$ cat config.mk
export PLATFORM = sky130hd
export DESIGN_NAME = lbg_front
export DESIGN_NICKNAME = d
export VERILOG_FILES = /design/src/rtl/core/lbg_pkg.sv /design/src/rtl/core/lbg_front.sv
export SDC_FILE = /design/constraint.sdc
export NUM_CORES = 2
export LEC_CHECK = 0
export BUFFER_PORTS_ARGS = -buffer_cell sky130_fd_sc_hd__buf_2
export CAP_MARGIN = 30
export CORE_MARGIN = 4
export CORE_UTILIZATION = 63
export CTS_CLUSTER_DIAMETER = 100
export CTS_CLUSTER_SIZE = 12
export DETAILED_ROUTE_END_ITERATION = 8
export GPL_TIMING_DRIVEN = 0
export PLACE_DENSITY = 0.79
export SLEW_MARGIN = 10
export SYNTH_ARGS = -nofsm -noshare
export SYNTH_HDL_FRONTEND = slang
export SYNTH_SLANG_ARGS = --single-unit
$ cat constraint.sdc
create_clock -name clk_i -period 6.97 [get_ports clk_i]
set_input_delay 1.0455 -clock clk_i [delete_from_list [all_inputs] [get_ports clk_i]]
set_output_delay 1.0455 -clock clk_i [all_outputs]
set_load 0.005 [all_outputs]
$ cat src/rtl/core/lbg_pkg.sv
`timescale 1ns / 1ps
// ----------------------------------------------------------------------------
// Letterbox geometry package
// Shared widths, register indexes, status codes and beat types of the
// letterbox geometry core.
// ----------------------------------------------------------------------------
package lbg_pkg;

  localparam int DIM_BITS       = 13;
  localparam int GAIN_FRAC_BITS = 16;
  localparam int GAIN_BITS      = DIM_BITS + GAIN_FRAC_BITS;
  localparam int PROD_BITS      = 2 * DIM_BITS;
  localparam int DIV_BITS       = (PROD_BITS > GAIN_BITS) ? PROD_BITS : GAIN_BITS;

  // Divider lanes: scaled width, scaled height and gain share one divisor.
  localparam int DIV_LANES = 3;
  localparam int LANE_W    = 0;
  localparam int LANE_H    = 1;
  localparam int LANE_GAIN = 2;

  localparam int REG_IDX_BITS = 1;
  localparam logic [REG_IDX_BITS-1:0] REG_TARGET_WIDTH  = 1'd0;
  localparam logic [REG_IDX_BITS-1:0] REG_TARGET_HEIGHT = 1'd1;

  localparam logic [DIM_BITS-1:0] TARGET_RESET = DIM_BITS'(640);

  typedef enum logic [1:0] {
    STATUS_OK         = 2'd0,
    STATUS_BAD_SOURCE = 2'd1,
    STATUS_BAD_TARGET = 2'd2,
    STATUS_ZERO_SIZE  = 2'd3
  } status_e;

  typedef struct packed {
    logic [DIM_BITS-1:0] source_width;
    logic [DIM_BITS-1:0] source_height;
  } geom_in_t;

  typedef struct packed {
    status_e              status;
    logic [DIM_BITS-1:0]  scaled_width;
    logic [DIM_BITS-1:0]  scaled_height;
    logic [DIM_BITS-1:0]  border_left;
    logic [DIM_BITS-1:0]  border_right;
    logic [DIM_BITS-1:0]  border_top;
    logic [DIM_BITS-1:0]  border_bottom;
    logic [GAIN_BITS-1:0] gain_q16;
  } geom_out_t;

  // Travels alongside the divider so the back end can form pads and status.
  typedef struct packed {
    logic [DIM_BITS-1:0] model_width;
    logic [DIM_BITS-1:0] model_height;
    logic                bad_source;
    logic                bad_target;
  } side_t;

endpackage

$ cat src/rtl/core/lbg_front.sv
`timescale 1ns / 1ps
// ----------------------------------------------------------------------------
// Letterbox geometry front end
// Registers the beat, forms the four cross products, picks the smaller
// ratio and hands dividends, divisor and sideband to the divider.
// ----------------------------------------------------------------------------
module lbg_front (
  input  logic                                                    clk_i,
  input  logic                                                    rst_ni,
  input  logic                                                    valid_i,
  input  lbg_pkg::geom_in_t                                       geom_i,
  input  logic [lbg_pkg::DIM_BITS-1:0]                            tw_i,
  input  logic [lbg_pkg::DIM_BITS-1:0]                            th_i,
  output logic                                                    valid_o,
  output logic [lbg_pkg::DIV_LANES-1:0][lbg_pkg::DIV_BITS-1:0]    dvd_o,
  output logic [lbg_pkg::DIM_BITS-1:0]                            dvs_o,
  output lbg_pkg::side_t                                          side_o
);

  localparam int DimW  = lbg_pkg::DIM_BITS;
  localparam int ProdW = lbg_pkg::PROD_BITS;
  localparam int DivW  = lbg_pkg::DIV_BITS;

  logic s0_vld_q, s1_vld_q, s2_vld_q;

  logic [DimW-1:0] s0_sw_q, s0_sh_q, s0_tw_q, s0_th_q;

  logic [ProdW-1:0] p_sw_th_q, p_sw_tw_q, p_sh_th_q, p_sh_tw_q;
  logic [DimW-1:0]  s1_sw_q, s1_sh_q, s1_tw_q, s1_th_q;
  logic             s1_bad_src_q, s1_bad_tgt_q;

  logic                                            sel_h;
  logic [DimW-1:0]                                 num;
  logic [lbg_pkg::DIV_LANES-1:0][DivW-1:0]         dvd_d, dvd_q;
  logic [DimW-1:0]                                 dvs_d, dvs_q;
  lbg_pkg::side_t                                  side_d, side_q;

  always_ff @(posedge clk_i or negedge rst_ni) begin
    if (!rst_ni) begin
      s0_vld_q <= 1'b0;
      s1_vld_q <= 1'b0;
      s2_vld_q <= 1'b0;
    end else begin
      s0_vld_q <= valid_i;
      s1_vld_q <= s0_vld_q;
      s2_vld_q <= s1_vld_q;
    end
  end

  always_ff @(posedge clk_i) begin
    s0_sw_q <= geom_i.source_width;
    s0_sh_q <= geom_i.source_height;
    s0_tw_q <= tw_i;
    s0_th_q <= th_i;

    p_sw_th_q    <= s0_sw_q * s0_th_q;
    p_sw_tw_q    <= s0_sw_q * s0_tw_q;
    p_sh_th_q    <= s0_sh_q * s0_th_q;
    p_sh_tw_q    <= s0_sh_q * s0_tw_q;
    s1_sw_q      <= s0_sw_q;
    s1_sh_q      <= s0_sh_q;
    s1_tw_q      <= s0_tw_q;
    s1_th_q      <= s0_th_q;
    s1_bad_src_q <= (s0_sw_q == '0) || (s0_sh_q == '0);
    s1_bad_tgt_q <= (s0_tw_q == '0) || (s0_th_q == '0);

    dvd_q  <= dvd_d;
    dvs_q  <= dvs_d;
    side_q <= side_d;
  end

  // The height ratio wins when th/sh <= tw/sw, compared as th*sw <= tw*sh.
  always_comb begin
    sel_h = (p_sw_th_q <= p_sh_tw_q);
    num   = sel_h ? s1_th_q : s1_tw_q;
    dvs_d = sel_h ? s1_sh_q : s1_sw_q;
    dvd_d[lbg_pkg::LANE_W]    = DivW'(sel_h ? p_sw_th_q : p_sw_tw_q);
    dvd_d[lbg_pkg::LANE_H]    = DivW'(sel_h ? p_sh_th_q : p_sh_tw_q);
    dvd_d[lbg_pkg::LANE_GAIN] = DivW'(num) << lbg_pkg::GAIN_FRAC_BITS;
    side_d.model_width  = s1_tw_q;
    side_d.model_height = s1_th_q;
    side_d.bad_source   = s1_bad_src_q;
    side_d.bad_target   = s1_bad_tgt_q;
  end

  assign valid_o = s2_vld_q;
  assign dvd_o   = dvd_q;
  assign dvs_o   = dvs_q;
  assign side_o  = side_q;

endmodule

==> impl_metrics.tcl <==
set metrics [dict create \
    antenna_found_initial 2 \
    grt_max_degree 18 \
    worst_r2r_endpoint "p_sh_th_q[25]" \
    gp_congestion 0.967 \
    synth_ff_type "dfxtp_1" \
    cts_buffers 30 \
    wl_um 87700 \
    post_cts_buffers 0 \
    yosys_warnings 0 \
    tritoncts "done" \
    synth_top_area_share_pct 31.2 \
    syn_area_um2 31100 \
    cts.htree.levels 1 \
    layout.cells.non_filler 4163 \
    syn-instance-count 3290 \
    start_util_pct 63.6 \
    max_slew_margin_pct 33.7 \
    peakVddDrop_mv 0.337 \
    core-area_um2 48800 \
    numPlacedInstances 4137 \
    clock_path_buffers 3 \
    stdcell_area_um2 33600 \
    port_buffers 161 \
    switchingPower_mw 7.72 \
    synthTopCellsByCount "733 x inv_1, 484 x fa_1, 392 x nand2_1" \
    cts_sinks 319 \
    cap_violations 0 \
    route.detailed.drc 2 \
    grt_use_total_pct 33.6 \
    setup-violations-final 1 \
    wl_per_cell_um 21.1 \
    p_seq_share_pct 18.2 \
    critPathArrivalTime_ps 7480 \
    crit_type "reg2reg" \
    num_rows 81 \
    drt-initial-drc-count 1932 \
    skew_ps 23.2 \
    p_per_area_nw_per_um2 475 \
    ctsHoldBuffers 0 \
    ant_nets 0 \
    status "finished with violations" \
    layout-drive-gt1-share_pct 9.96 \
    synth_most_common_cell "inv_1" \
    hpwl_um 66600 \
    cts_root_buf "clkbuf_16" \
    timing.rr.start "s0_th_q[4]" \
    r2r_cells 17 \
    maxSlewViolCount 0 \
    die_w_um 230 \
    io_pins 184 \
    grt_pass1_wl_um 135000 \
    critPathLaunchType "flip-flop" \
    synth-edff-count 0 \
    switching_share_pct 48.4 \
    comb_power_share_pct 72.5 \
    r2r_slack_ps -60 \
    max_freq_mhz 142 \
    whs_ps 219 \
    synth_seq_cells 319 \
    fin_util_pct 68.8 \
    worst_slew_pin_slew_ps 993 \
    synth_cell_types 64 \
    grt.overflow.total 0 \
    clkTransAtPathRegs_ps 60 \
    violations "DRC, setup timing" \
    end_kind "flip-flop" \
    worstSkewPairLatency_ps 620 \
    hold_path_class "in2async" \
    synth-seq-area-share_pct 20.6 \
    drt-pass1-iter-count 8 \
    avgSynthCellArea_um2 9.44 \
    p_leak_nw 17.6 \
    yosysTopAreaCell "fa_1" \
    total_power_mw 15.9 \
    die-area_um2 52900 \
    p_int_mw 8.22 \
    crit_fanout 10 \
    required_ps 7420 \
    fin_crit_ps 7030 \
    timing.final.ws_setup_ps -55.6 \
    synth.area.top_cells "fa_1 31%, dfxtp_1 20%, ha_1 12%" \
    die_h_um 230 \
    finalHoldViolCount 0 \
    grt_pass1_vias 24100 \
    nets 4342 \
    placed_cell_area_um2 32800 \
    area_delta_synth_final_pct 8.18 \
    drt-vias-per-instance 5.59 \
    clkPwrFrac_pct 9.3 \
    vias 23300 \
    min_period_over_period_pct 101 \
    ys_async_sr_fraction_pct 0.940 \
]
==> worst max path at each step <==
stage,cells after the start,from,endpoint,slack [ps]
detailed placement,19,s0_th_q[8],p_sw_th_q[22],-200
global placement,20,s0_th_q[6],p_sw_th_q[22],-170
finish,17,s0_th_q[4],p_sh_th_q[25],-60
global route,17,s0_th_q[4],p_sh_th_q[25],-70
CTS,20,s0_th_q[9],p_sw_th_q[22],30
floorplan,20,s0_th_q[4],p_sw_th_q[22],1420
==> metrics by stage <==
| step | worst slack, ps | setup TNS [ps] |
|---|---|---|
| finish | -55.6 | -55.6 |
| global route | -67.7 | -67.7 |
| CTS | 29.6 | 0 |
| detailed placement | -203 | -428 |
| global placement | -169 | -200 |
| floorplan | 1420 | 0 |
==> power by group through the flow <==
stage	Combinational [mW]	Clock, mW	Sequential [mW]
after global placement	10.9	0	2.90
after detailed placement	11.2	0	2.91
after floorplan	8.37	0	2.77
after global routing	12.9	1.57	2.93
after CTS	11.3	1.50	2.89
final	11.6	1.48	2.90
==> layer usage <==
metal	vias up	GRT usage (%)	share of wire (%)
met1	11300	42.8	37
li1	10300	-	-
met5	-	0	0
met4	0	17.4	6.9
met2	1392	50.9	43
met3	339	11.7	13
==> cell families after synthesis <==
group           after synthesis  share of synthesized area (%)
mux                          80                           3.14
compound gates              237                           5.00
fa+ha+maj                   794                           43.7
xor+xnor                     77                           2.17
flops                       319                           20.6
buf+inv                     902                           11.3
simple gates                880                           14.1
other cells                   1                         0.0121
==> layout by cell type, fill, tap and decap left out, drive strengths merged, types with 14 or more instances in the layout <==
master | synthesis | layout
a21oi | 74 | 74
nor3 | 21 | 21
ha | 310 | 310
dfxtp | 316 | 316
o21ai | 36 | 36
inv | 733 | 733
nand4 | 14 | 14
fa | 484 | 484
xor2 | 23 | 23
mux2 | 79 | 79
buf | 31 | 193
a21o | 46 | 46
conb | 1 | 22
nor2 | 55 | 55
and2 | 321 | 321
nand2 | 392 | 392
xnor2 | 54 | 54
nand3 | 22 | 22
clkbuf | 138 | 158
==> state kept, by name, indices dropped and copies added, names as in the netlist, 26 cells and up <==
name       flops
side_o        28
p_sh_tw_q     26
p_sw_th_q     26
dvd_o         65
p_sw_tw_q     26
p_sh_th_q     26
==> final cells by class <==
cell class                      count  area (um2)
Clock buffer                       32         768
Sequential cell                   319        6410
Tap cell                          664         831
Fill cell                        3898       15300
Clock inverter                      2        35.0
Inverter                          733        2750
Multi-Input combinational cell   2090       21200
Buffer                            157         741
Antenna cell                        4        10.0
Timing Repair Buffer              162         811
==> critical path: stages (launching register included) <==
cell       delay [ps]
dfxtp_1           330
clkbuf_1          500
clkbuf_1          600
nand2_1           170
fa_1              550
fa_1              410
inv_1              80
fa_1              440
fa_1              550
inv_1              50
fa_1              480
inv_1              40
ha_1              420
nor3b_1           730
o21ai_0           360
a2111oi_1         740
nor4b_1           100
nand4b_1          270
==> what timing repair did <==
item | CTS | global route
pin swaps | 0 | 0
gates resized for setup | 8 | 48
endpoints found under the setup margin | 6 | 10
Note: power is estimated with default switching activity, not from simulation.
