<file path="src/rtl/core/lbg_pkg.sv">
`timescale 1ns / 1ps
// ----------------------------------------------------------------------------
// Letterbox geometry package
// Shared widths, register indexes, status codes and beat types of the
// letterbox geometry core.
// ----------------------------------------------------------------------------
package lbg_pkg;

  localparam int DIM_BITS       = 13;
  localparam int GAIN_FRAC_BITS = 16;
  localparam int GAIN_BITS      = DIM_BITS + GAIN_FRAC_BITS;
  localparam int PROD_BITS      = 2 * DIM_BITS;
  localparam int DIV_BITS       = (PROD_BITS > GAIN_BITS) ? PROD_BITS : GAIN_BITS;

  // Divider lanes: scaled width, scaled height and gain share one divisor.
  localparam int DIV_LANES = 3;
  localparam int LANE_W    = 0;
  localparam int LANE_H    = 1;
  localparam int LANE_GAIN = 2;

  localparam int REG_IDX_BITS = 1;
  localparam logic [REG_IDX_BITS-1:0] REG_TARGET_WIDTH  = 1'd0;
  localparam logic [REG_IDX_BITS-1:0] REG_TARGET_HEIGHT = 1'd1;

  localparam logic [DIM_BITS-1:0] TARGET_RESET = DIM_BITS'(640);

  typedef enum logic [1:0] {
    STATUS_OK         = 2'd0,
    STATUS_BAD_SOURCE = 2'd1,
    STATUS_BAD_TARGET = 2'd2,
    STATUS_ZERO_SIZE  = 2'd3
  } status_e;

  typedef struct packed {
    logic [DIM_BITS-1:0] source_width;
    logic [DIM_BITS-1:0] source_height;
  } geom_in_t;

  typedef struct packed {
    status_e              status;
    logic [DIM_BITS-1:0]  scaled_width;
    logic [DIM_BITS-1:0]  scaled_height;
    logic [DIM_BITS-1:0]  border_left;
    logic [DIM_BITS-1:0]  border_right;
    logic [DIM_BITS-1:0]  border_top;
    logic [DIM_BITS-1:0]  border_bottom;
    logic [GAIN_BITS-1:0] gain_q16;
  } geom_out_t;

  // Travels alongside the divider so the back end can form pads and status.
  typedef struct packed {
    logic [DIM_BITS-1:0] model_width;
    logic [DIM_BITS-1:0] model_height;
    logic                bad_source;
    logic                bad_target;
  } side_t;

endpackage

</file>
<file path="src/rtl/core/lbg_back.sv">
`timescale 1ns / 1ps
// ----------------------------------------------------------------------------
// Letterbox geometry back end
// Rounds the scaled size half to even, splits the padding, resolves the
// status and drives the registered result beat.
// ----------------------------------------------------------------------------
module lbg_back (
  input  logic                                                  clk_i,
  input  logic                                                  rst_ni,
  input  logic                                                  valid_i,
  input  logic [lbg_pkg::DIV_LANES-1:0][lbg_pkg::DIV_BITS-1:0]  quo_i,
  input  logic [lbg_pkg::DIV_LANES-1:0][lbg_pkg::DIM_BITS-1:0]  rem_i,
  input  logic [lbg_pkg::DIM_BITS-1:0]                          dvs_i,
  input  lbg_pkg::side_t                                        side_i,
  output logic                                                  done_o,
  output lbg_pkg::geom_out_t                                    result_o
);

  localparam int DimW = lbg_pkg::DIM_BITS;
  localparam int DivW = lbg_pkg::DIV_BITS;

  logic                          r0_vld_q, done_q;
  logic [DivW-1:0]               rnd_w, rnd_h;
  logic [DimW-1:0]               rw_q, rh_q;
  logic                          zero_q;
  logic [lbg_pkg::GAIN_BITS-1:0] gain_q;
  lbg_pkg::side_t                side_q;

  logic [DimW-1:0]               ph, pv;
  lbg_pkg::geom_out_t            result_d, result_q;

  // Round up when the remainder passes half the divisor, or sits exactly on
  // half and the quotient is odd.
  function automatic logic [DivW-1:0] round_even(input logic [DivW-1:0] q,
                                                 input logic [DimW-1:0] r,
                                                 input logic [DimW-1:0] d);
    logic [DimW:0] twice;
    logic [DimW:0] den;
    logic          up;
    twice = {r, 1'b0};
    den   = {1'b0, d};
    up    = (twice > den) || ((twice == den) && q[0]);
    return q + DivW'(up);
  endfunction

  assign rnd_w = round_even(quo_i[lbg_pkg::LANE_W], rem_i[lbg_pkg::LANE_W], dvs_i);
  assign rnd_h = round_even(quo_i[lbg_pkg::LANE_H], rem_i[lbg_pkg::LANE_H], dvs_i);

  always_ff @(posedge clk_i or negedge rst_ni) begin
    if (!rst_ni) begin
      r0_vld_q <= 1'b0;
      done_q   <= 1'b0;
    end else begin
      r0_vld_q <= valid_i;
      done_q   <= r0_vld_q;
    end
  end

  always_ff @(posedge clk_i) begin
    rw_q     <= rnd_w[DimW-1:0];
    rh_q     <= rnd_h[DimW-1:0];
    zero_q   <= (rnd_w == '0) || (rnd_h == '0);
    gain_q   <= quo_i[lbg_pkg::LANE_GAIN][lbg_pkg::GAIN_BITS-1:0];
    side_q   <= side_i;
    result_q <= result_d;
  end

  // The smaller ratio keeps the scaled size within the target, so the
  // subtraction never wraps on a good beat.
  always_comb begin
    ph       = side_q.model_width - rw_q;
    pv       = side_q.model_height - rh_q;
    result_d = '0;
    priority if (side_q.bad_source) begin
      result_d.status = lbg_pkg::STATUS_BAD_SOURCE;
    end else if (side_q.bad_target) begin
      result_d.status = lbg_pkg::STATUS_BAD_TARGET;
    end else if (zero_q) begin
      result_d.status = lbg_pkg::STATUS_ZERO_SIZE;
    end else begin
      result_d.status        = lbg_pkg::STATUS_OK;
      result_d.scaled_width  = rw_q;
      result_d.scaled_height = rh_q;
      result_d.border_left   = ph >> 1;
      result_d.border_right  = (ph >> 1) + DimW'(ph[0]);
      result_d.border_top    = pv >> 1;
      result_d.border_bottom = (pv >> 1) + DimW'(pv[0]);
      result_d.gain_q16      = gain_q;
    end
  end

  assign done_o   = done_q;
  assign result_o = result_q;

endmodule

</file>
<file path="config.mk">
export PLATFORM = sky130hd
export DESIGN_NAME = lbg_back
export DESIGN_NICKNAME = d
export VERILOG_FILES = /design/src/rtl/core/lbg_pkg.sv /design/src/rtl/core/lbg_back.sv
export SDC_FILE = /design/constraint.sdc
export NUM_CORES = 1
export LEC_CHECK = 0
export ABC_AREA = 1
export BUFFER_PORTS_ARGS = -buffer_cell sky130_fd_sc_hd__buf_4
export CORE_MARGIN = 2
export CORE_UTILIZATION = 52
export CTS_CLUSTER_SIZE = 14
export DETAILED_ROUTE_END_ITERATION = 7
export GPL_TIMING_DRIVEN = 1
export PLACE_DENSITY = 0.85
export SYNTH_ARGS = -nofsm -noshare
export SYNTH_HDL_FRONTEND = slang
export SYNTH_SLANG_ARGS = --single-unit
</file>
<file path="constraint.sdc">
create_clock -name clk_i -period 2.84 [get_ports clk_i]
set_input_delay 0.568 -clock clk_i [delete_from_list [all_inputs] [get_ports clk_i]]
set_output_delay 0.568 -clock clk_i [all_outputs]
set_load 0.01 [all_outputs]
</file>
==> impl_metrics.yaml, run 1 <==
sta:
  finalSetupViolCount: 0
  finalSetupTns_ns: 0
  max_slew_margin: 0.506
  drv_slew: 0
  fmax_ghz: 0.367
  finalCritPeriodShare: 0.961
  clock_skew_ns: 0.0146
  finalHoldViolations: 0
  layout_min_cycle_time_ns: 2.73
  worst_pin_slew_ns: 0.740
yosys:
  synth_cell_types: 44
  ys_seq_area_frac: 0.429
  syn_avg_cell_area_sq_um: 7.28
  yosysWarnings: 0
  syn-cell-area_sq_um: 9030
  ys_ff_latch: 193
  synth_cells: 1240
min_path:
  holdPathEnd: "gain_q[7]"
  hp-class: "input pin to flip-flop"
  hold_depth: 1
  hp-start: "quo_i[65]"
finish:
  finalNonFillerCells: 1795
  num_antenna_cells: 0
  nNetsFinal: 1785
  syn2layout_area_growth_pct: 37.0
  mostFrequentLayoutCells: "nand2_1, buf_4, nor2_1"
  mostFrequentLayoutCell: "nand2_1"
  nFillCells: 1328
  drive_above_1_share: 0.282
clock_tree:
  cts_buffers: 17
  path_clk_slew_ns: 0.08
  root_buffer: "clkbuf_16"
  clk_latency_ns: 0.43
  clock_path_buffers: 2
  htree_levels: 4
  clock_sinks: 193
  tritoncts: "yes"
drt:
  vias: 8459
  antenna_left: 0
  wl_microns: 23200
  via_per_inst: 4.71
  drc: 0
  wire_per_inst_microns: 12.9
  drtIter0Drc: 268
  dr.pass1.iters: 4
die:
  die_h_microns: 136
  rows: 48
  die-area_sq_um: 18400
  die_w_microns: 136
  initial_core_util: 0.527
  core_area_sq_um: 17100
  io_pins: 280
placed_design:
  place_inst: 1755
  dpl.hpwl_microns: 18200
  gp_congestion: 0.898
  port_buffers: 264
outcome:
  outcome: "finished clean"
worst_setup_path:
  critPathTopFamily: "simple AND/OR/NAND/NOR gates"
  rr_endpoint: "result_o[38]"
  crit_fanout: 4
  worst_setup_path_end_kind: "flip-flop"
  timing.rr.start: "rh_q[0]"
  cp_common_cell: "nand2_1"
  arrival_ns: 3.10
  path_class: "input pin to flip-flop"
  r2r_setup_slack_ns: 0.51
  path_cells: "buf_4, inv_1, ha_1, nand2_2, nor2_2, o21ai_1, o211ai_1, nand3_1, a32oi_2, ha_2, ha_4, nand3_4, nor2_4, buf_4, buf_4, nand2_1, nand2_1, nand2_1, nor2_1, nand2_1, nor2_1, nand3_1, nand2_1"
  crit_slowest_cell: "ha_1"
  cp_data_required_time_ns: 3.21
  ff2ff_path_depth: 13
  max_stage_delay_ns: 0.29
  path_buf_inv: 4
  cp-start-kind: "input pin"
pwr:
  power.switching_w: 0.00195
  p_seq_frac: 0.444
  p_comb_frac: 0.208
  p_leak_nw: 6.51
  internal_power_w: 0.00467
  peakVddDrop_v: 0.000473
  swShare: 0.294
  power.density_nw_per_um2: 535
  power_w: 0.00661
  clkPwrFrac: 0.348
global_route:
  grt_pass1_vias: 7827
  grt_max_degree: 44
  grt_pass1_wl_microns: 35600
  antenna_found_initial: 0
  grt.total_usage: 0.242
  overflow: 0
flow_run:
  cap_violations: 0
power groups by stage:
stage	Combinational [W]	Clock (W)	Sequential, W
6_report	0.00138	0.00230	0.00294
5_1_grt	0.00154	0.00245	0.00295
4_1_cts	0.00134	0.00235	0.00294
3_5_place_dp	0.00133	0	0.00300
3_3_place_gp	0.00129	0	0.00299
2_1_floorplan	0.000717	0	0.00303
synth_stat cells (all sizes together):
cell,number,share of area
nor2,235,0.11
or2,3,0.0024
inv,189,0.079
a21o,1,0.00083
o21ai,25,0.014
dfrtp,2,0.0055
buf,4,0.0025
dfxtp,191,0.42
o211ai,3,0.0025
nand4,11,0.0076
nand3b,27,0.024
nand3,53,0.033
nand2,353,0.15
xor2,11,0.012
a21oi,34,0.020
xnor2,10,0.0097
a32oi,2,0.0019
a21boi,1,0.00083
fa,2,0.0044
and2,1,0.00069
clkbuf,8,0.0033
nor4,2,0.0014
ha,56,0.078
nor3,7,0.0069
conb,1,0.00042
o21bai,4,0.0033
or2b,1,0.00083
o22ai,1,0.00069
o21a,2,0.0017
cell families after synthesis:
kind of cell               share of synthesized area
other                                       0.000415
and+or+nand+nor                                0.337
DFF                                            0.429
adders and majority gates                     0.0820
buffers and inverters                         0.0844
AOI/OAI and AO/OA                             0.0457
xor gates and xnor gates                      0.0212
area by class of cell:
type / count / area [sq um] / share of cell area
Sequential cell: 193 / 3870 / 0.313
Multi-Input combinational cell: 847 / 4590 / 0.371
Clock buffer: 17 / 425 / 0.0344
Clock inverter: 15 / 165 / 0.0134
Inverter: 189 / 709 / 0.0574
Tap cell: 225 / 282 / 0.0228
Timing Repair Buffer: 309 / 2320 / 0.188
how the worst max path moves through the flow:
stage	start	end	slack, ns	depth (start not counted)
6_report	dvs_i[2]	zero_q	0.11	23
5_1_grt	dvs_i[2]	zero_q	-0.08	21
4_1_cts	dvs_i[5]	zero_q	0.04	21
3_5_place_dp	dvs_i[5]	zero_q	-0.40	21
3_3_place_gp	dvs_i[5]	zero_q	-0.36	21
2_1_floorplan	dvs_i[5]	zero_q	0.01	20
routing by layer:
| layer | track usage | part of all wire | vias to the layer above |
|---|---|---|---|
| met5 | 0 | 0 | - |
| met4 | 0.0851 | 0.021 | 0 |
| met3 | 0.0486 | 0.061 | 42 |
| met2 | 0.446 | 0.50 | 267 |
| met1 | 0.276 | 0.42 | 3691 |
| li1 | - | - | 4459 |
sequential cells by signal, indices dropped and copies added (netlist names):
name,flops
rh_q,13
r0_vld_q,1
gain_q,29
result_o,107
done_o,1
zero_q,1
side_q,28
rw_q,13
through the flow:
stage | area (sq um) | setup slack [ns] | hold WS (ns) | util
after floorplan | 9070 | 0.00995 | 0.272 | -
after global placement | 11600 | -0.364 | 0.344 | 0.675
after detailed placement | 11600 | -0.403 | 0.352 | 0.675
after CTS | 12200 | 0.0443 | 0.215 | 0.710
after global routing | 12400 | -0.0823 | 0.214 | 0.723
final | 12400 | 0.112 | 0.231 | 0.723
repair_timing:
action / in CTS / in global routing
hold endpoints to repair: 2 / 0
gates resized for setup: 0 / 35
buffers inserted: 0 / 7
hold buffers: 1 / 0
setup endpoints to repair: 0 / 1
(Power assumes the default switching activity.)
==> run 2, diff against run 1 <==
Settings changed: ABC_AREA 1 to unset, CORE_MARGIN 2 to 10, CORE_UTILIZATION 52 to 50, PLACE_DENSITY 0.85 to 0.84, SLEW_MARGIN set to 10.
==> run 2 against run 1 <==
The flow now finishes with violations (negative setup slack). Wire length rose by 1.2%. Utilization fell by 0.34 points. Clock skew fell by 0.0051 ns. Clock-buffer cell count rose by 2. Global-route usage fell by 3.5 points. Combinational power rose by 3%. Flip-flop and latch count did not move. Worst hold slack improved by 0.0085 ns. Maximum frequency fell by 22%.
==> impl_metrics.yaml, run 2 <==
drt:
  wl_microns: 23400
  wire_per_inst_microns: 17.1
  antenna_left: 0
  drtIter0Drc: 305
  via_per_inst: 5.10
  vias: 6998
  dr.pass1.iters: 4
  drc: 0
finish:
  finish.utilization: 0.719
  syn2layout_area_growth_pct: 41.4
  nNetsFinal: 1371
  largest_register_ff_count: 107
  seqCellArea_sq_um: 3870
  mostFrequentLayoutCells: "buf_4, dfxtp_1, nor2_1"
  drive_above_1_share: 0.341
  nFillCells: 1174
  multi_input_area_sq_um: 4130
  num_antenna_cells: 0
  mostFrequentLayoutCell: "buf_4"
yosys:
  yosysTopAreaCellShare: 0.473
  ys_seq_area_frac: 0.479
  synthTopCellsByCount: "dfxtp_1, nor2_1, ha_1"
  synth_edf_count: 0
  synthMostInstantiatedCell: "dfxtp_1"
  yosys.area.top_type: "dfxtp_1"
  yosysWarnings: 0
  postSynth.asyncResetShare: 0.0104
  syn-cell-area_sq_um: 8080
  ys_top_cells_by_area: "dfxtp_1, ha_1, nor2_1"
  synth_cells: 828
  ys_ff_latch: 193
  synth_cell_types: 72
  synthFlopType: "dfxtp_1"
  syn_avg_cell_area_sq_um: 9.76
sta:
  layout_min_cycle_time_ns: 3.48
  fmax_ghz: 0.287
  rsz0062_at_grt: "true"
  setup_slack_ns: -0.638
  finalSetupViolCount: 1
  finalHoldViolations: 0
  max_slew_margin: 0.654
  drv_slew: 0
  finalCritPeriodShare: 1.22
  hold_ws_ns: 0.240
  clock_skew_ns: 0.00943
  worst_pin_slew_ns: 0.514
worst_setup_path:
  r2r_setup_slack_ns: 0.12
  arrival_ns: 3.83
  path_cells: "buf_4, inv_4, ha_1, nor2b_4, o21ai_1, nand2b_1, a21oi_2, nor2b_1, o211ai_1, a211o_1, nand2b_1, ha_4, ha_4, nand3_2, xnor2_1, or4_1, or4_4, nor4_4, nand4_1, o22ai_1"
  worst_setup_path_end_kind: "flip-flop"
  path_class: "input pin to flip-flop"
  crit_fanout: 3
  cp_data_required_time_ns: 3.19
  crit_slowest_cell: "or4_4"
  cp-start-kind: "input pin"
  max_stage_delay_ns: 0.51
global_route:
  grt_max_degree: 51
  overflow: 0
  antenna_found_initial: 1
  grt.total_usage: 0.207
  grt_pass1_vias: 7188
  grt_pass1_wl_microns: 36300
clock_tree:
  clock_path_buffers: 2
  clk_latency_ns: 0.43
  path_clk_slew_ns: 0.07
  cts_buffers: 17
  htree_levels: 4
  clock_sinks: 193
  root_buffer: "clkbuf_16"
  tritoncts: "yes"
pwr:
  p_comb_frac: 0.212
  power_w: 0.00672
  p_leak_nw: 5.37
  swShare: 0.273
  power.density_nw_per_um2: 588
  internal_power_w: 0.00489
  peakVddDrop_v: 0.000355
  power.switching_w: 0.00183
  p_seq_frac: 0.438
  clkPwrFrac: 0.350
die:
  die-area_sq_um: 21600
  die_h_microns: 147
  rows: 46
  initial_core_util: 0.509
  core_area_sq_um: 15900
  die_w_microns: 147
  io_pins: 280
outcome:
  violations: "negative setup slack"
  outcome: "finished, violations left"
placed_design:
  dpl.hpwl_microns: 18700
  port_buffers: 264
  gp_congestion: 0.914
min_path:
  hp-class: "input pin to flip-flop"
flow_run:
  cap_violations: 0
-- run 2: cell families (layout without fill, tap and decap cells) --
kind of cell               after synthesis  in the layout  share of synthesized area
AOI/OAI and AO/OA                      106            106                     0.0912
xor gates and xnor gates                73             73                     0.0791
adders and majority gates               58             58                     0.0917
buffers and inverters                   68            395                     0.0330
DFF                                    193            193                      0.479
muxes                                    5              5                    0.00712
other                                    1              2                   0.000464
and+or+nand+nor                        324            324                      0.218
-- run 2: layout make-up --
cell class	instances	area share
clock inverters	13	0.0130
repair buffers	314	0.207
clock buffers	19	0.0396
inverters	49	0.0163
flip-flops and latches	193	0.339
multi-input cells	568	0.362
well taps	216	0.0237
-- run 2: repair_timing --
action / in CTS / in global routing
pin swaps: 2 / 12
gates cloned: 0 / 0
setup buffers: 1 / 3
endpoints found under the hold margin: 2 / 0
hold buffers: 1 / 0
resized for setup: 8 / 21
setup endpoints to repair: 2 / 14
-- run 2: per-layer routing --
metal | vias up | wire, microns | GRT usage
li1 | 3481 | - | -
met1 | 3201 | 10000 | 0.231
met2 | 279 | 10900 | 0.353
met3 | 35 | 1920 | 0.0759
met4 | 2 | 506 | 0.0768
met5 | - | 20 | 0
-- run 2: metrics by stage --
step           cells  setup TNS [ns]  worst slack, ns  cell area, sq um
2_1_floorplan    829          -0.984           -0.777              8150
3_3_place_gp    1335           -2.37            -1.09             10700
3_5_place_dp    1335           -3.05            -1.14             10700
4_1_cts         1369          -0.607           -0.607             11300
5_1_grt         1372          -0.781           -0.773             11400
6_report        1372          -0.638           -0.638             11400
-- run 2: power groups by stage --
stage          combinational (W)  clock (W)  sequential [W]
4_1_cts                  0.00138    0.00239         0.00295
5_1_grt                  0.00157    0.00250         0.00296
6_report                 0.00142    0.00235         0.00294
3_3_place_gp             0.00133          0         0.00300
3_5_place_dp             0.00136          0         0.00301
2_1_floorplan           0.000674          0         0.00305
-- run 2: critical path, delay by kind of cell --
| family | cells | cell delay (ns) |
|---|---|---|
| XOR/XNOR | 1 | 0.14 |
| adder cells (fa/ha/maj) | 3 | 0.58 |
| buffers and inverters | 2 | 0.12 |
| AO/OA/AOI/OAI | 5 | 0.61 |
| AND/OR/NAND/NOR | 9 | 1.80 |
-- run 2: final timing paths --
kind,startpoint,to,cells after the start
max in group asynchronous,rst_ni,done_o,2
min in group asynchronous,rst_ni,r0_vld_q,2
worst max-delay path,dvs_i[1],zero_q,20
worst min register to register,r0_vld_q,done_o,0
worst min-delay path,side_i[13],side_q[13],1
worst max register to register,rw_q[0],result_o[65],11
==> run 3, diff against run 2 <==
Settings changed: CAP_MARGIN set to 15, PLACE_DENSITY 0.84 to 0.82.
==> run 3 against run 2 <==
The run still ends with negative setup slack left. Total power decreased by 0.36%. Maximum frequency down 2.4%. Design area increased by 0.36%. Non-clock buffer count increased by 4. Worst hold slack hardly changed. Sequential power about the same. Critical path depth fell by 2. Wire length about the same. Flip-flop and latch count unchanged. Utilization is 0.26 points higher. Global-route usage decreased by 0.086 points. Critical path type unchanged.
==> impl_metrics.yaml, run 3 (synthesized netlist as in run 2, its figures left out) <==
global_route:
  gr-usage-met1: 0.230
  grt.busiest_layer: "met2"
  overflow: 0
  met2_usage: 0.354
  grt.total_usage: 0.206
  antenna_found_initial: 0
  grtUsageMet3: 0.0774
  grt_pass1_vias: 7061
  grt_max_degree: 30
  grt_pass1_wl_microns: 36100
drt:
  antenna_left: 0
  via_per_inst: 5.05
  drtIter0Drc: 294
  vias: 6944
  wl_microns: 23400
  drc: 0
  dr.pass1.iters: 5
  wire_per_inst_microns: 17.0
outcome:
  violations: "negative setup slack"
  outcome: "finished, violations left"
clock_tree:
  clk_latency_ns: 0.43
  path_clk_slew_ns: 0.07
  cts_buffers: 17
  htree_levels: 4
  tritoncts: "yes"
  clock_path_buffers: 2
  clock_sinks: 193
  root_buffer: "clkbuf_16"
worst_setup_path:
  cp-start-kind: "input pin"
  crit_fanout: 3
  worst_setup_path_end_kind: "flip-flop"
  arrival_ns: 3.92
  ff2ff_path_depth: 12
  path_class: "input pin to flip-flop"
  cp_data_required_time_ns: 3.19
placed_design:
  port_buffers: 264
  place_inst: 1337
  dpl.hpwl_microns: 18600
  gp_congestion: 0.922
sta:
  layout_min_cycle_time_ns: 3.56
  finalHoldViolations: 0
  drv_slew: 0
  fmax_ghz: 0.281
  hold_ws_ns: 0.240
  finalCritPeriodShare: 1.25
  max_slew_margin: 0.667
  setup_slack_ns: -0.723
  rsz0062_at_grt: "true"
  worst_pin_slew_ns: 0.495
  finalSetupViolCount: 1
  clock_skew_ns: 0.00779
finish:
  drive_above_1_share: 0.347
  num_antenna_cells: 0
  mostFrequentLayoutCells: "buf_4, dfxtp_1, nor2_1"
  multi_input_area_sq_um: 4160
  finalNonFillerCells: 1376
  seqCellArea_sq_um: 3870
  nFillCells: 1172
  nNetsFinal: 1375
  syn2layout_area_growth_pct: 41.9
  mostFrequentLayoutCell: "buf_4"
  largest_register_ff_count: 107
die:
  rows: 46
  die_w_microns: 147
  core_area_sq_um: 15900
  die_h_microns: 147
  die-area_sq_um: 21600
  initial_core_util: 0.509
  io_pins: 280
min_path:
  hp-class: "input pin to flip-flop"
  hold_depth: 1
pwr:
  power_w: 0.00669
  power.density_nw_per_um2: 584
  peakVddDrop_v: 0.000323
  p_leak_nw: 5.39
flow_run:
  cap_violations: 0
run 3: cell types whose count changed in the layout (fill, tap and decap cells not counted), sizes merged:
cell / delta
buf: +4
clkinvlp: -1
clkinv: -2
clkbuf: +3
run 3: power breakdown:
part | internal, W | switching (W) | total (W)
clock | 0.00131 | 0.00100 | 0.00231
sequential | 0.00289 | 0.0000618 | 0.00295
combinational | 0.000713 | 0.000717 | 0.00143
run 3: per-stage QoR:
stage / setup TNS [ns] / setup slack (ns) / utilization / instance area (sq um)
after global placement: -2.52 / -1.05 / 0.671 / 10700
after detailed placement: -3.40 / -1.18 / 0.671 / 10700
after global routing: -0.998 / -0.875 / 0.722 / 11500
after CTS: -0.647 / -0.647 / 0.710 / 11300
after floorplan: -0.984 / -0.777 / - / 8150
final: -0.723 / -0.723 / 0.722 / 11500
run 3: path summary, 6_finish.rpt:
kind / start / slack, ns / to
hold / removal: side_i[23] / 0.24 / side_q[23]
max in group asynchronous: rst_ni / 2.28 / done_o
setup / recovery: rem_i[0] / -0.72 / zero_q
hold reg to reg: r0_vld_q / 0.38 / done_o
setup reg to reg: side_q[15] / 0.12 / result_o[65]
min in group asynchronous: rst_ni / 0.47 / r0_vld_q
run 3: metal layers:
layer,part of all wire,vias to the layer above
li1,-,3492
met1,0.41,3171
met2,0.49,256
met3,0.090,25
met4,0.018,0
met5,0,-
run 3: final cells by class:
type / instances / area share
Inverter: 49 / 0.0163
Multi-Input combinational cell: 568 / 0.363
Sequential cell: 193 / 0.338
Timing Repair Buffer: 318 / 0.209
Clock inverter: 10 / 0.00851
Tap cell: 216 / 0.0236
Clock buffer: 22 / 0.0422
run 3: timing repair:
item,CTS,global route
endpoints found under the hold margin,2,0
hold buffers,1,0
setup endpoints to repair,3,13
setup buffers,0,6
pin swaps,1,18
resized for setup,6,30
gates cloned,0,0
run 3: worst max-delay path, stage by stage:
cell,delay [ns]
buf_4,0.11
ha_1,0.28
nor2b_4,0.13
buf_4,0.12
nand3b_1,0.07
nor2_1,0.04
and3_1,0.18
a211o_1,0.26
nand2b_1,0.11
ha_4,0.16
ha_4,0.16
nand3_2,0.09
xnor2_1,0.15
or4_1,0.49
or4_4,0.51
nor4_4,0.14
nand4_1,0.16
o22ai_1,0.17
